## config.mk

```make
export PLATFORM = sky130hd
export DESIGN_NAME = pmdf_mixer
export DESIGN_NICKNAME = d
export VERILOG_FILES = /design/src/rtl/pmdf_pkg.sv /design/src/rtl/pmdf_mixer.sv
export SDC_FILE = /design/constraint.sdc
export NUM_CORES = 2
export LEC_CHECK = 0
export BUFFER_PORTS_ARGS = -buffer_cell sky130_fd_sc_hd__buf_2
export CAP_MARGIN = 20
export CORE_MARGIN = 3
export CORE_UTILIZATION = 70
export CTS_CLUSTER_SIZE = 16
export DETAILED_ROUTE_END_ITERATION = 12
export PLACE_DENSITY = 0.95
export SYNTH_ARGS = -nofsm -noshare
export SYNTH_HDL_FRONTEND = slang
export SYNTH_SLANG_ARGS = --single-unit
```

## constraint.sdc

```tcl
create_clock -name clk -period 20.7 [get_ports clk]
set_clock_uncertainty 0.2 [all_clocks]
set_input_delay 4.14 -clock clk [delete_from_list [all_inputs] [get_ports clk]]
set_output_delay 4.14 -clock clk [all_outputs]
set_load 0.01 [all_outputs]
```

## src/rtl/pmdf_pkg.sv

```systemverilog
// Package of constants, codes and types for the pilot mix decimating FIR.
package pmdf_pkg;

    localparam int DEF_MAX_TAPS    = 128;
    localparam int DEF_SAMPLE_BITS = 16;

    localparam int OUT_BITS        = 32;
    localparam int COEF_INDEX_BITS = 7;
    localparam int DEC_BITS        = 7;
    localparam int TAPS_BITS       = 8;
    localparam int PHASE_BITS      = 6;
    localparam int MAX_DEC         = 64;

    localparam int CFG_INDEX_BITS  = 2;
    localparam int CFG_DATA_BITS   = 8;

    localparam logic [CFG_INDEX_BITS-1:0] CFG_DECIMATION = 2'd0;
    localparam logic [CFG_INDEX_BITS-1:0] CFG_TAPS       = 2'd1;

    localparam logic [DEC_BITS-1:0]  DEC_RESET  = 7'd10;
    localparam logic [TAPS_BITS-1:0] TAPS_RESET = 8'd128;

    localparam logic KIND_SAMPLE = 1'b0;
    localparam logic KIND_LOAD   = 1'b1;

    typedef enum logic [3:0] {
        ST_IDLE  = 4'b0001,
        ST_PUSH  = 4'b0010,
        ST_MAC   = 4'b0100,
        ST_DRAIN = 4'b1000
    } pmdf_state_t;

endpackage

```

## src/rtl/pmdf_mixer.sv

```systemverilog
// Complex mixer: signal times pilot, registered products, rounded to Q3.15.
module pmdf_mixer
    import pmdf_pkg::*;
#(
    parameter int SAMPLE_BITS = DEF_SAMPLE_BITS
)
(
    input  logic                          clk,
    input  logic                          load,
    input  logic signed [SAMPLE_BITS-1:0] signal_re,
    input  logic signed [SAMPLE_BITS-1:0] signal_im,
    input  logic signed [SAMPLE_BITS-1:0] pilot_re,
    input  logic signed [SAMPLE_BITS-1:0] pilot_im,
    output logic signed [SAMPLE_BITS+1:0] mix_re,
    output logic signed [SAMPLE_BITS+1:0] mix_im
);

    localparam int PP_W  = 2 * SAMPLE_BITS;
    localparam int SUM_W = PP_W + 1;

    // half an output LSB, added before the floor shift
    localparam logic signed [SUM_W-1:0] HALF =
        {{(SAMPLE_BITS+2){1'b0}}, 1'b1, {(SAMPLE_BITS-2){1'b0}}};

    logic signed [PP_W-1:0]  pp_rr_reg;
    logic signed [PP_W-1:0]  pp_ii_reg;
    logic signed [PP_W-1:0]  pp_ri_reg;
    logic signed [PP_W-1:0]  pp_ir_reg;
    logic signed [SUM_W-1:0] re_sum;
    logic signed [SUM_W-1:0] im_sum;
    logic signed [SUM_W-1:0] re_shift;
    logic signed [SUM_W-1:0] im_shift;

    always_ff @(posedge clk)
    begin
        if (load)
        begin
            pp_rr_reg <= signal_re * pilot_re;
            pp_ii_reg <= signal_im * pilot_im;
            pp_ri_reg <= signal_re * pilot_im;
            pp_ir_reg <= signal_im * pilot_re;
        end
    end

    always_comb
    begin
        re_sum   = SUM_W'(pp_rr_reg) - SUM_W'(pp_ii_reg) + HALF;
        im_sum   = SUM_W'(pp_ri_reg) + SUM_W'(pp_ir_reg) + HALF;
        re_shift = re_sum >>> (SAMPLE_BITS - 1);
        im_shift = im_sum >>> (SAMPLE_BITS - 1);
        mix_re   = re_shift[SAMPLE_BITS+1:0];
        mix_im   = im_shift[SAMPLE_BITS+1:0];
    end

endmodule

```

==> results.json <==
{
  "status": "finished, final reports clean",
  "syn2layout_area_growth_pct": 3.328,
  "dr.pass1.iters": 8,
  "cpPeakStageDelay_ps": 1020,
  "rsz0062_at_grt": "false",
  "yosys-top-cells-count": "1188 x inv_1, 1048 x fa_1, 526 x nand2_1",
  "syn_area_um2": 45910,
  "placedCellCount": 5606,
  "fin_cells": 5643,
  "yosysSeqAreaShare_pct": 8.373,
  "synth-seq-cells": 128,
  "critPathMaxFanout": 32,
  "avgSynthCellArea_um2": 9.494,
  "tritoncts": "built",
  "worstPathRequired_ps": 20760,
  "clock_sinks": 128,
  "synth_warnings": 0,
  "hold_path_startpoint": "load",
  "cts_hold_buf": 0,
  "final_util_pct": 73.32,
  "cts_setup_buffers": 0,
  "netlist_instances": 4835,
  "grt_max_degree": 67,
  "grt_use_total_pct": 35.58,
  "fmax_ghz": 0.09177,
  "hold_violations": 0,
  "finalCritPeriodShare_pct": 52.64,
  "setup_viol_count_final": 0,
  "min_period_ps": 10900,
  "grt_pass1_vias": 39540,
  "rows": 93,
  "gp_congestion": 0.8912,
  "maxCapViolations": 0,
  "clock_path_buffers": 2,
  "ys_async_sr_fraction_pct": 0,
  "hp-class": "in2reg",
  "grt_pass1_wl_um": 190400,
  "slowest_stage": "fa_1",
  "n_fill_cell": 3880,
  "crit_path_start": "pilot_im[1]",
  "chipWidth_um": 262.1,
  "synth_top_area_share_pct": 45.70,
  "max_slew_margin_pct": 28.14,
  "arrival_ps": 10950,
  "synth_top_cell_by_area": "fa_1",
  "via_count": 34180,
  "synth_most_common_cell": "inv_1",
  "whs_ps": 4071,
  "clkSlewWorstSetupHoldPaths_ps": 60,
  "antenna_left": 0,
  "cts_root_buf": "clkbuf_16",
  "wl_met3_um": 12860,
  "wl_um": 114400,
  "fin_setup_tns_ps": 0,
  "routedWlPerCell_um": 20.28,
  "drtIter0Drc": 3480,
  "initial_core_util_pct": 70.95,
  "tightest_slew_ps": 1077,
  "crit_type": "in2reg",
  "drc_errors": 0,
  "finalNetCount": 6334,
  "die_area_um2": 68690,
  "end_kind": "flop",
  "ios": 102,
  "crit_chain": "buf_2, nand2_1, inv_1, fa_1, fa_1, fa_1, fa_1, fa_1, inv_1, fa_1, inv_1, ha_1, nand2_1, nor2_1, o2111ai_1, o21ai_0, a2111oi_0, o21bai_1, a21oi_1, xnor2_1",
  "wirelength_met1_um": 38230,
  "ys_types": 62,
  "multi_input_area_um2": 36870,
  "cpMostUsedCell": "fa_1",
  "yosys_most_used_dff": "edfxtp_1",
  "die_h_um": 262.1,
  "ctsResizeCount": 0,
  "top_layer_used": "met5",
  "wl_met2_um": 53960,
  "grt_overflow_total": 0,
  "core_um2": 64700,
  "maxSlewViolCount": 0,
  "io_buffer_count": 101,
  "crit_path_start_kind": "primary input",
  "antenna_found_initial": 7,
  "synth_enable_flop_cells": 128,
  "ctsHtreeMaxLevel": 4,
  "drive_above_1_share_pct": 3.282,
  "syn-num-nets": 6399,
  "seq_area_um2": 3844,
  "drt-vias-per-instance": 6.057,
  "cts_made_buffers": 17,
  "hpwl_um": 87320,
  "yosys-top-cells-area": "fa_1 46%, ha_1 12%, inv_1 9.7%, edfxtp_1 8.4%, and2_1 6.8%"
}
## cell type report
| type | count | area share [%] |
|---|---|---|
| Multi-Input combinational cell | 3325 | 77.74 |
| Inverter | 1188 | 9.401 |
| Clock buffer | 19 | 0.9127 |
| Sequential cell | 128 | 8.103 |
| Antenna cell | 5 | 0.02638 |
| Clock inverter | 13 | 0.3482 |
| Tap cell | 855 | 2.255 |
| Timing Repair Buffer | 110 | 1.213 |
## metrics by stage
stage / cell area [um^2] / setup slack (ps)
after floorplan: 45910 / 10480
after global placement: 46820 / 9800
after detailed placement: 46820 / 9493
after CTS: 47420 / 9988
after global routing: 47430 / 9533
final: 47430 / 9803
## layout by cell type (no fill, tap or decap), drive strengths merged, types with 10 or more instances in the layout
cell	count
xnor2	130
nand2b	27
o21bai	17
nor2b	10
and3	10
inv	1188
o21ai	69
o21a	17
a21oi	112
fa	1048
edfxtp	128
and2	496
nor3	26
nand3	28
nand2	526
a211oi	27
buf	110
xor2	33
a21o	50
clkbuf	19
nor2	134
ha	450
## critical path, delay by kind of cell
family	cells	cell delay (ps)
AO/OA/AOI/OAI	5	1370
XOR/XNOR	1	130
adder cells (fa/ha/maj)	7	4030
buffers and inverters	4	850
AND/OR/NAND/NOR	3	410
## kinds of logic after synthesis
family | synth area share [%]
AO/OA/AOI/OAI | 5.427
XOR/XNOR | 3.110
adder cells (fa/ha/maj) | 57.97
buffers and inverters | 11.30
flip-flops | 8.373
multiplexers | 0.02181
AND/OR/NAND/NOR | 13.80
## path summary, 6_finish.rpt
path / end / slack, ps / cells past startpoint
worst max-delay path: pp_ii_reg[31] / 9800 / 20
worst min-delay path: pp_ri_reg[8] / 4070 / 1
## metal layers
layer	vias up	track usage (%)
li1	14280	-
met1	16900	41.82
met2	2297	57.16
met3	697	9.145
met4	6	25.51
met5	-	0
Power is left out: the tool's default activity adds up to more than one toggle a clock period on the data nets, which glitch-free logic cannot reach.
